[config.mk]
export PLATFORM = sky130hd
export DESIGN_NAME = memory_gated_admission_scheduler
export DESIGN_NICKNAME = d
export VERILOG_FILES = /design/src/hw/rtl/mgas_pkg.sv /design/src/hw/rtl/mgas_cell.sv /design/src/hw/rtl/memory_gated_admission_scheduler.sv
export VERILOG_INCLUDE_DIRS = /design/src /design/src/hw/rtl
export SDC_FILE = /design/constraint.sdc
export NUM_CORES = 2
export LEC_CHECK = 0
export BUFFER_PORTS_ARGS = -buffer_cell sky130_fd_sc_hd__buf_2
export CAP_MARGIN = 20
export CORE_MARGIN = 5
export CORE_UTILIZATION = 44
export CTS_BUF_LIST = sky130_fd_sc_hd__clkbuf_4 sky130_fd_sc_hd__clkbuf_8 sky130_fd_sc_hd__clkbuf_16
export DETAILED_ROUTE_END_ITERATION = 8
export GPL_ROUTABILITY_DRIVEN = 0
export PLACE_DENSITY = 0.71
export SYNTH_ARGS = -nofsm -noshare
export SYNTH_HDL_FRONTEND = slang
export SYNTH_SLANG_ARGS = --single-unit
[constraint.sdc]
create_clock -name clk_i -period 11.5 [get_ports clk_i]
set_clock_uncertainty 0.15 [all_clocks]
set_input_delay 1.725 -clock clk_i [delete_from_list [all_inputs] [get_ports clk_i]]
set_output_delay 1.725 -clock clk_i [all_outputs]
set_load 0.02 [all_outputs]
[src/hw/rtl/memory_gated_admission_scheduler_macros.svh]
// assertion macros for the admission scheduler
`ifndef MEMORY_GATED_ADMISSION_SCHEDULER_MACROS_SVH
`define MEMORY_GATED_ADMISSION_SCHEDULER_MACROS_SVH

// same-cycle implication, checked out of reset
`define MGAS_ASSERT_NOW(label, ante, cons, msg) \
  label: assert property (@(posedge clk_i) disable iff (!rst_ni) (ante) |-> (cons)) \
    else $error(msg);

// next-cycle implication, checked out of reset
`define MGAS_ASSERT_NEXT(label, ante, cons, msg) \
  label: assert property (@(posedge clk_i) disable iff (!rst_ni) (ante) |=> (cons)) \
    else $error(msg);

`endif

[src/hw/rtl/mgas_pkg.sv]
// types and constants shared by the admission scheduler
`default_nettype none

package mgas_pkg;

  localparam int WAIT_DEPTH = 64;
  localparam int RUN_SLOTS  = 16;

  localparam int ID_W       = 16;
  localparam int NEED_W     = 16;
  localparam int WAIT_CNT_W = $clog2(WAIT_DEPTH + 1);
  localparam int RUN_CNT_W  = $clog2(RUN_SLOTS + 1);
  localparam int MEM_SUM_W  = 21;
  localparam int MEM_W      = 20;
  localparam int FIT_W      = MEM_SUM_W + 1;
  localparam int SLOT_W     = 5;
  localparam int CMP_W      = 8;
  localparam int STATUS_W   = 2;
  localparam int RUN_NOW_W  = 5;
  localparam int WAIT_NOW_W = 7;
  localparam int CFG_IDX_W  = 2;
  localparam int CFG_DATA_W = 20;

  localparam logic CMD_CREATE = 1'b0;
  localparam logic CMD_KILL   = 1'b1;

  localparam logic [STATUS_W-1:0] ST_DONE      = 2'd0;
  localparam logic [STATUS_W-1:0] ST_NOT_FOUND = 2'd1;
  localparam logic [STATUS_W-1:0] ST_FULL      = 2'd2;

  localparam logic [CFG_IDX_W-1:0] CFG_MEM_CAPACITY = 2'd0;
  localparam logic [CFG_IDX_W-1:0] CFG_SLOT_LIMIT   = 2'd1;

  localparam logic [MEM_W-1:0]  MEM_CAP_RST    = 20'd1024;
  localparam logic [SLOT_W-1:0] SLOT_LIMIT_RST = 5'd4;

  typedef struct packed {
    logic              command;
    logic [ID_W-1:0]   job_id;
    logic [NEED_W-1:0] mem_need;
  } in_item_t;

  typedef struct packed {
    logic [STATUS_W-1:0]   status;
    logic                  admitted;
    logic [ID_W-1:0]       admitted_id;
    logic [RUN_NOW_W-1:0]  running_now;
    logic [WAIT_NOW_W-1:0] waiting_now;
    logic [MEM_W-1:0]      memory_in_use;
  } out_item_t;

  typedef struct packed {
    logic [ID_W-1:0]   id;
    logic [NEED_W-1:0] mem;
  } entry_t;

  typedef struct packed {
    logic occupied;
    logic load;
    logic remove;
    logic pop;
  } cell_ctl_t;

endpackage

`default_nettype wire

[src/hw/rtl/mgas_cell.sv]
// one list cell: holds a job entry, matches it and shifts toward the head
`default_nettype none

module mgas_cell (
  input  wire logic               clk_i,
  input  wire mgas_pkg::cell_ctl_t ctl_i,
  input  wire logic [mgas_pkg::ID_W-1:0] key_i,
  input  wire mgas_pkg::entry_t   load_i,
  input  wire mgas_pkg::entry_t   next_i,
  input  wire logic               above_i,
  output mgas_pkg::entry_t        entry_o,
  output logic                    above_o,
  output logic                    sel_o
);

  mgas_pkg::entry_t entry_q, entry_d;
  logic hit;

  assign hit     = ctl_i.occupied && (entry_q.id == key_i);
  assign above_o = above_i | hit;
  assign sel_o   = hit & ~above_i;
  assign entry_o = entry_q;

  always_comb begin
    entry_d = entry_q;
    if (ctl_i.pop || (ctl_i.remove && !above_i)) begin
      entry_d = next_i;
    end else if (ctl_i.load) begin
      entry_d = load_i;
    end
  end

  always_ff @(posedge clk_i) begin
    entry_q <= entry_d;
  end

endmodule

`default_nettype wire

[src/hw/rtl/memory_gated_admission_scheduler.sv]
// top level of the memory-gated admission scheduler
//
// A command is taken when start is high and busy is low. Each command goes through
// an operation phase, in which the waiting and running cell rows do the append or
// the newest-first match and shift-down of a kill, and then an admission phase, in
// which the head of the waiting row is checked against the slot limit and the
// memory capacity and, if it fits, moved to the running row. busy is high in both
// phases, and the result shows on result_o with result_valid_o high for exactly
// the next cycle, at whose end a new command may already be taken.
// The result cannot be held off, so the receiver must take it in that cycle.
// Configuration writes are always ready and belong in idle time only. The rows
// need no clearing after reset.
`default_nettype none

`include "memory_gated_admission_scheduler_macros.svh"

module memory_gated_admission_scheduler (
  input  wire logic                              clk_i,
  input  wire logic                              rst_ni,
  input  wire logic                              start,
  output logic                                   busy,
  input  wire mgas_pkg::in_item_t                cmd_i,
  output logic                                   result_valid_o,
  output mgas_pkg::out_item_t                    result_o,
  input  wire logic                              cfg_valid_i,
  output logic                                   cfg_ready_o,
  input  wire logic [mgas_pkg::CFG_IDX_W-1:0]    cfg_index_i,
  input  wire logic [mgas_pkg::CFG_DATA_W-1:0]   cfg_data_i
);

  localparam logic [1:0] PH_IDLE  = 2'd0;
  localparam logic [1:0] PH_OP    = 2'd1;
  localparam logic [1:0] PH_ADMIT = 2'd2;

  logic [1:0] state_q, state_d;
  mgas_pkg::in_item_t cmd_q, cmd_d;
  logic [mgas_pkg::STATUS_W-1:0] status_q, status_d;
  logic [mgas_pkg::WAIT_CNT_W-1:0] wait_count_q, wait_count_d;
  logic [mgas_pkg::RUN_CNT_W-1:0] run_count_q, run_count_d;
  logic [mgas_pkg::MEM_SUM_W-1:0] mem_sum_q, mem_sum_d;
  logic [mgas_pkg::MEM_W-1:0] mem_cap_q;
  logic [mgas_pkg::SLOT_W-1:0] slot_limit_q;
  mgas_pkg::out_item_t result_q, result_d;
  logic result_valid_q;

  logic accept, is_op, is_adm;
  logic create_ok, run_rm, wait_rm, admit, fits, slot_free;
  logic [mgas_pkg::NEED_W-1:0] freed;

  mgas_pkg::entry_t wait_entry [mgas_pkg::WAIT_DEPTH];
  mgas_pkg::entry_t wait_next  [mgas_pkg::WAIT_DEPTH];
  mgas_pkg::cell_ctl_t wait_ctl [mgas_pkg::WAIT_DEPTH];
  logic [mgas_pkg::WAIT_DEPTH:0] wait_above;
  logic [mgas_pkg::WAIT_DEPTH-1:0] wait_sel;

  mgas_pkg::entry_t run_entry [mgas_pkg::RUN_SLOTS];
  mgas_pkg::entry_t run_next  [mgas_pkg::RUN_SLOTS];
  mgas_pkg::cell_ctl_t run_ctl [mgas_pkg::RUN_SLOTS];
  logic [mgas_pkg::RUN_SLOTS:0] run_above;
  logic [mgas_pkg::RUN_SLOTS-1:0] run_sel;

  mgas_pkg::entry_t new_entry;
  mgas_pkg::entry_t head;

  assign busy           = (state_q != PH_IDLE);
  assign accept         = start && !busy;
  assign is_op          = (state_q == PH_OP);
  assign is_adm         = (state_q == PH_ADMIT);
  assign cfg_ready_o    = 1'b1;
  assign result_o       = result_q;
  assign result_valid_o = result_valid_q;

  assign new_entry.id  = cmd_q.job_id;
  assign new_entry.mem = cmd_q.mem_need;
  assign head          = wait_entry[0];

  // waiting row
  assign wait_above[mgas_pkg::WAIT_DEPTH] = 1'b0;
  for (genvar i = 0; i < mgas_pkg::WAIT_DEPTH; i++) begin : g_wait
    if (i == mgas_pkg::WAIT_DEPTH - 1) begin : g_last
      assign wait_next[i] = '0;
    end else begin : g_mid
      assign wait_next[i] = wait_entry[i+1];
    end
    assign wait_ctl[i].occupied = (mgas_pkg::WAIT_CNT_W'(i) < wait_count_q);
    assign wait_ctl[i].load     = create_ok && (wait_count_q == mgas_pkg::WAIT_CNT_W'(i));
    assign wait_ctl[i].remove   = wait_rm;
    assign wait_ctl[i].pop      = admit;
    mgas_cell u_cell (
      .clk_i   (clk_i),
      .ctl_i   (wait_ctl[i]),
      .key_i   (cmd_q.job_id),
      .load_i  (new_entry),
      .next_i  (wait_next[i]),
      .above_i (wait_above[i+1]),
      .entry_o (wait_entry[i]),
      .above_o (wait_above[i]),
      .sel_o   (wait_sel[i])
    );
  end

  // running row
  assign run_above[mgas_pkg::RUN_SLOTS] = 1'b0;
  for (genvar i = 0; i < mgas_pkg::RUN_SLOTS; i++) begin : g_run
    if (i == mgas_pkg::RUN_SLOTS - 1) begin : g_last
      assign run_next[i] = '0;
    end else begin : g_mid
      assign run_next[i] = run_entry[i+1];
    end
    assign run_ctl[i].occupied = (mgas_pkg::RUN_CNT_W'(i) < run_count_q);
    assign run_ctl[i].load     = admit && (run_count_q == mgas_pkg::RUN_CNT_W'(i));
    assign run_ctl[i].remove   = run_rm;
    assign run_ctl[i].pop      = 1'b0;
    mgas_cell u_cell (
      .clk_i   (clk_i),
      .ctl_i   (run_ctl[i]),
      .key_i   (cmd_q.job_id),
      .load_i  (head),
      .next_i  (run_next[i]),
      .above_i (run_above[i+1]),
      .entry_o (run_entry[i]),
      .above_o (run_above[i]),
      .sel_o   (run_sel[i])
    );
  end

  // memory of the removed running job
  always_comb begin
    freed = '0;
    for (int i = 0; i < mgas_pkg::RUN_SLOTS; i++) begin
      freed = freed | (run_sel[i] ? run_entry[i].mem : '0);
    end
  end

  assign create_ok = is_op && (cmd_q.command == mgas_pkg::CMD_CREATE) &&
                     (wait_count_q < mgas_pkg::WAIT_CNT_W'(mgas_pkg::WAIT_DEPTH));
  assign run_rm    = is_op && (cmd_q.command == mgas_pkg::CMD_KILL) && run_above[0];
  assign wait_rm   = is_op && (cmd_q.command == mgas_pkg::CMD_KILL) && !run_above[0] &&
                     wait_above[0];

  assign slot_free = (mgas_pkg::CMP_W'(run_count_q) < mgas_pkg::CMP_W'(slot_limit_q)) &&
                     (run_count_q < mgas_pkg::RUN_CNT_W'(mgas_pkg::RUN_SLOTS));
  assign fits      = (mgas_pkg::FIT_W'(mem_sum_q) + mgas_pkg::FIT_W'(head.mem)) <=
                     mgas_pkg::FIT_W'(mem_cap_q);
  assign admit     = is_adm && (wait_count_q != '0) && slot_free && fits;

  always_comb begin
    state_d      = state_q;
    cmd_d        = cmd_q;
    status_d     = status_q;
    wait_count_d = wait_count_q;
    run_count_d  = run_count_q;
    mem_sum_d    = mem_sum_q;
    result_d     = result_q;
    if (accept) begin
      cmd_d = cmd_i;
    end
    case (state_q)
      PH_IDLE: begin
        if (start) begin
          state_d = PH_OP;
        end
      end
      PH_OP: begin
        state_d  = PH_ADMIT;
        status_d = mgas_pkg::ST_DONE;
        if (cmd_q.command == mgas_pkg::CMD_CREATE) begin
          if (create_ok) begin
            wait_count_d = wait_count_q + 1'b1;
          end else begin
            status_d = mgas_pkg::ST_FULL;
          end
        end else if (run_rm) begin
          run_count_d = run_count_q - 1'b1;
          mem_sum_d   = (mem_sum_q >= mgas_pkg::MEM_SUM_W'(freed)) ?
                        (mem_sum_q - mgas_pkg::MEM_SUM_W'(freed)) : '0;
        end else if (wait_rm) begin
          wait_count_d = wait_count_q - 1'b1;
        end else begin
          status_d = mgas_pkg::ST_NOT_FOUND;
        end
      end
      PH_ADMIT: begin
        state_d = PH_IDLE;
        if (admit) begin
          run_count_d  = run_count_q + 1'b1;
          wait_count_d = wait_count_q - 1'b1;
          mem_sum_d    = mem_sum_q + mgas_pkg::MEM_SUM_W'(head.mem);
        end
        result_d.status        = status_q;
        result_d.admitted      = admit;
        result_d.admitted_id   = admit ? head.id : '0;
        result_d.running_now   = mgas_pkg::RUN_NOW_W'(run_count_d);
        result_d.waiting_now   = mgas_pkg::WAIT_NOW_W'(wait_count_d);
        result_d.memory_in_use = (|mem_sum_d[mgas_pkg::MEM_SUM_W-1:mgas_pkg::MEM_W]) ?
                                 '1 : mem_sum_d[mgas_pkg::MEM_W-1:0];
      end
      default: begin
        state_d = PH_IDLE;
      end
    endcase
  end

  always_ff @(posedge clk_i or negedge rst_ni) begin
    if (!rst_ni) begin
      state_q        <= PH_IDLE;
      wait_count_q   <= '0;
      run_count_q    <= '0;
      mem_sum_q      <= '0;
      result_valid_q <= 1'b0;
      mem_cap_q      <= mgas_pkg::MEM_CAP_RST;
      slot_limit_q   <= mgas_pkg::SLOT_LIMIT_RST;
    end else begin
      state_q        <= state_d;
      wait_count_q   <= wait_count_d;
      run_count_q    <= run_count_d;
      mem_sum_q      <= mem_sum_d;
      result_valid_q <= is_adm;
      if (cfg_valid_i && cfg_ready_o) begin
        if (cfg_index_i == mgas_pkg::CFG_MEM_CAPACITY) begin
          mem_cap_q <= cfg_data_i[mgas_pkg::MEM_W-1:0];
        end else if (cfg_index_i == mgas_pkg::CFG_SLOT_LIMIT) begin
          slot_limit_q <= cfg_data_i[mgas_pkg::SLOT_W-1:0];
        end
      end
    end
  end

  always_ff @(posedge clk_i) begin
    cmd_q    <= cmd_d;
    status_q <= status_d;
    result_q <= result_d;
  end

  `MGAS_ASSERT_NEXT(a_start_to_op, accept, state_q == PH_OP, "accepted item did not start")
  `MGAS_ASSERT_NEXT(a_strobe_after_admit, is_adm, result_valid_q, "result strobe missing")
  `MGAS_ASSERT_NOW(a_run_bound, 1'b1, run_count_q <= mgas_pkg::RUN_CNT_W'(mgas_pkg::RUN_SLOTS), "run count overflow")
  `MGAS_ASSERT_NOW(a_wait_bound, 1'b1, wait_count_q <= mgas_pkg::WAIT_CNT_W'(mgas_pkg::WAIT_DEPTH), "wait count overflow")
  `MGAS_ASSERT_NEXT(a_admit_fits, admit, mgas_pkg::FIT_W'(mem_sum_q) <= mgas_pkg::FIT_W'(mem_cap_q), "admission exceeded capacity")

endmodule

`default_nettype wire
==> results by group <==
Run status
  – Status: completed

Power
  – Clk pwr share: roughly 34%
  – Part of the power in registers: roughly two fifths
  – Comb pwr share: approximately 25%
  – VDD IR max: ~130 uV
  – Total Power: about 29,000 uW
  – PD cells: roughly 190 nW/um2
  – Total internal power: just under 20,000 uW
  – Static Leakage: 0.05071 uW
  – Sw frac: a little under a third
  – Switch Pwr: between 9000 and 10,000 uW

STA
  – Final hold violation count: 0
  – Final setup TNS: 0 ps
  – Rel. slew slack: between 10% and 20%
  – Final Cycle Share: between 70% and 80%
  – Measured slew at the worst slew-check pin: between 1000 and 1500 ps
  – Clock period minus worst slack: approximately 8600 ps
  – FMAX: 116.5 MHz
  – Fin. max-slew vios: 0
  – Final setup violation count: 0
  – Post-route setup slack: a little under 3000 ps
  – RSZ-0062 raised after global routing: no
  – Hold slack: 303.5 ps

Finish
  – Layout Cells excl Fill: ~14,000
  – Area Growth Syn to Fin: 11.35%
  – Filler cell count: about 26,000
  – Layout cell share with drive strength beyond 1: 30.03%
  – Nets: a little under 10,000

Global routing
  – Initial antenna violation count: 35
  – Vias in the first global route: 88,270
  – First-pass GRT wire length: 630.6 mm
  – Gr usage total: about a quarter
  – Largest net degree at the start of global routing: 87
  – Congestion Overflow GR: 0

Routing
  – Via count: between 90,000 and 100k
  – # DRC: 0
  – Wire per inst: around 31 um
  – Drt first pass iters: 9
  – Final ANT Viol Nets: 0
  – Routed wire length: between 400 and 500 mm
  – Initial DRC count: 12,670
  – DR vias/cell: ~6.4

Critical path
  – CP max FO: 34
  – Nature of the critical path endpoint: flip-flop
  – Reg2reg end: mem_sum_q[17]$_DFFE_PN0P_
  – Crit path DAT: around 9000 ps
  – Worst Setup EP: mem_sum_q[17]$_DFFE_PN0P_
  – Critical R2R Launch: cmd_q[23]$_DFFE_PP_
  – Reg2Reg Setup Slack: about 2900 ps
  – Crit Path Class: flip-flop to flip-flop
  – Crit. Startpoint: cmd_q[23]$_DFFE_PP_
  – Crit start category: flip-flop
  – CP required: approximately 12,000 ps
  – Worst reg2reg path depth: 24

Die
  – # rows: 205
  – Core ar.: just over 300,000 um2
  – Die area: 324,700 um2
  – Initial Util: 44.22%
  – Io pins: around 110
  – Chip height: around 570 um
  – Chip width: about 570 um

Yosys
  – Post-Synth Simple-Gate Area: approximately 6.3%
  – Synth Area in XOR/XNOR: about 8.4%
  – Main combinational cell family by area after synthesis: multiplexers
  – Cells after Synth: just under 10,000
  – Synthesized cell area: between 100,000 and 150,000 um2
  – Synth warn: 0
  – Most common flop cell mapped by yosys: edfxtp_1
  – Synth unique cells: 110
  – Post-synthesis adder-cell area fraction: less than 1%
  – Multiplexer area fraction after synthesis: between 10% and 20%
  – Synth Area in Compound Gates: ~5.9%
  – Async set-or-reset flop fraction in the synthesized netlist: under 10%
  – Mapped Nets: between 9,000 and 10,000
  – Syn Area/Cell: between 10 and 15 um2
  – Post-synth EDFFs: 2,582
  – Sequential share of the synthesized area: 58.26%
  – Register bit total from synthesis: about 2,700

Place
  – I/O Buffers: 111
  – Placed cell count: approximately 14,000
  – Worst slack at placement: approximately 3100 ps
  – Dpl hpwl: roughly 290 mm

Clock tree
  – Total CTS buffers: around 300
  – H-tree Lvls: 5
  – Sink Count: 2,707
  – Later-pin clock latency in the skew report: around 950 ps
  – Clock slew at reported path FFs: roughly 50 ps
  – Clk root buf: clkbuf_16
  – Hold-fix buffers at CTS: 0
  – Postcts setup bufs: 0
  – CTS Buffer Depth: 4
  – CTS tree: done
  – Post-CTS sizing: 0

Run
  – Max-cap violations: 0

Min path
  – HP Class: flip-flop to flip-flop
==> cell type report <==
type | count | area (um2) | area share, %
Clock inverter | 167 | 1685 | 1.098
Multi-Input combinational cell | 6161 | 53970 | 35.15
Antenna cell | 31 | 77.57 | 0.05052
Timing Repair Buffer | 491 | 4036 | 2.628
Inverter | 62 | 237.7 | 0.1548
Clock buffer | 370 | 8029 | 5.228
Sequential cell | 2707 | 80350 | 52.32
Tap cell | 4140 | 5180 | 3.373
==> layer usage <==
layer	vias up	share of wire, %	global-route usage, %
li1	37090	-	-
met1	45260	38	34.43
met2	6251	44	39.64
met3	1538	12	6.416
met4	10	6.6	14.81
met5	-	0.015	0
==> Yosys cell counts (all sizes together) (32+ instances only) <==
| master | instances | area share, % |
|---|---|---|
| nand2 | 399 | 1.1 |
| o21bai | 32 | 0.17 |
| clkbuf | 403 | 1.1 |
| mux2 | 2056 | 17 |
| or4 | 32 | 0.18 |
| ha | 71 | 0.64 |
| o2bb2ai | 413 | 2.6 |
| edfxtp | 2582 | 56 |
| a22oi | 32 | 0.17 |
| buf | 443 | 2.0 |
| dfxtp | 64 | 0.93 |
| nand4 | 203 | 0.93 |
| nor3 | 113 | 0.42 |
| o21ai | 199 | 0.73 |
| xor2 | 750 | 4.8 |
| dfrtp | 59 | 1.1 |
| nor2 | 196 | 0.54 |
| and2 | 37 | 0.17 |
| a21oi | 122 | 0.44 |
| nor4 | 260 | 1.2 |
| xnor2 | 574 | 3.7 |
| inv | 62 | 0.17 |
| mux2i | 33 | 0.24 |
| nand3 | 124 | 0.45 |
==> registers in the layout, summed over array words and instances (netlist names) <==
| signal | count |
|---|---|
| status_q | 2 |
| slot_limit_q | 5 |
| g_run.u_cell.entry_o | 512 |
| result_o | 51 |
| mem_sum_q | 21 |
| result_valid_o | 1 |
| wait_count_q | 7 |
| run_count_q | 5 |
| g_wait.u_cell.entry_o | 2048 |
| cmd_q | 33 |
| mem_cap_q | 20 |
| state_q | 2 |
==> cells in the final DEF (no fill, tap or decap), types with 30 or more instances in the layout <==
cell / Yosys / routed
edfxtp_1: 2582 / 2582
mux2_2: 1770 / 1770
xor2_1: 750 / 750
xnor2_1: 573 / 573
o2bb2ai_1: 413 / 413
nand2_1: 399 / 399
buf_4: 98 / 338
clkbuf_16: 0 / 298
nor4_1: 253 / 252
mux2_1: 228 / 228
nand4_1: 201 / 201
nor2_1: 194 / 181
o21ai_0: 189 / 161
nand3_1: 123 / 122
a21oi_1: 122 / 116
buf_2: 213 / 110
nor3_1: 111 / 105
ha_1: 71 / 70
clkbuf_4: 0 / 67
dfxtp_1: 64 / 64
inv_1: 62 / 61
clkinv_1: 0 / 60
mux2_4: 58 / 58
dfrtp_1: 59 / 58
clkinv_2: 0 / 48
and2_1: 35 / 34
mux2i_1: 33 / 33
a22oi_1: 32 / 32
diode_2: 0 / 31
or4_1: 31 / 31
a22o_1: 31 / 31
a21o_1: 31 / 30
==> how the worst min path moves through the flow <==
stage / slack (ps) / start / endpoint / cells after the start
floorplan: 250 / status_q[0]$_SDFFCE_PP0N_ / result_o[49]$_DFFE_PP_ / 0
global placement: 290 / g_wait[63].u_cell.entry_o[12]$_SDFFE_PP0P_ / g_wait[63].u_cell.entry_o[12]$_SDFFE_PP0P_ / 2
detailed placement: 290 / g_wait[63].u_cell.entry_o[11]$_SDFFE_PP0P_ / g_wait[63].u_cell.entry_o[11]$_SDFFE_PP0P_ / 2
CTS: 300 / g_wait[63].u_cell.entry_o[11]$_SDFFE_PP0P_ / g_wait[63].u_cell.entry_o[11]$_SDFFE_PP0P_ / 2
global route: 320 / g_wait[63].u_cell.entry_o[13]$_SDFFE_PP0P_ / g_wait[63].u_cell.entry_o[13]$_SDFFE_PP0P_ / 2
finish: 300 / g_wait[63].u_cell.entry_o[13]$_SDFFE_PP0P_ / g_wait[63].u_cell.entry_o[13]$_SDFFE_PP0P_ / 2
==> logic make-up (layout without fill, tap and decap cells) <==
logic type / Yosys count / after routing
flops: 2707 / 2707
other cells: 1 / 32
xor+xnor: 1324 / 1324
buf+inv: 908 / 1090
simple gates: 1592 / 1592
fa+ha+maj: 73 / 73
mux: 2089 / 2089
compound gates: 1082 / 1082
==> power groups by stage <==
stage / combinational [uW] / clock (uW) / sequential, uW
after global routing: 7370 / 10100 / 12000
after global placement: 6710 / 0 / 12200
after floorplan: 4340 / 0 / 12100
after CTS: 6880 / 9740 / 12000
after detailed placement: 6820 / 0 / 12200
final: 7140 / 9650 / 12000
==> critical path, stage by stage (launching register included) <==
cell and delay [ps]:
edfxtp_1 320, buf_4 510, xor2_1 140, nor4_1 460
nand2_1 230, nor4_4 310, buf_4 420, nor4_2 180
nand4_1 590, nor3_4 100, buf_4 260, a221o_1 310
a2111oi_0 840, and2_1 260, ha_1 260, nor2b_1 160
o21a_1 190, o21ai_0 330, a31o_2 260, a311oi_1 110
o21ai_0 620, a41o_1 690, or2_1 310, o31ai_1 120
a311o_1 280
==> through the flow <==
step / cell area, um2 / util (%)
floorplan: 137900 / -
global placement: 143100 / 45.89
detailed placement: 143500 / 46.00
CTS: 153200 / 49.11
global route: 153500 / 49.21
finish: 153600 / 49.24
Power figures use the tool's default switching activity.
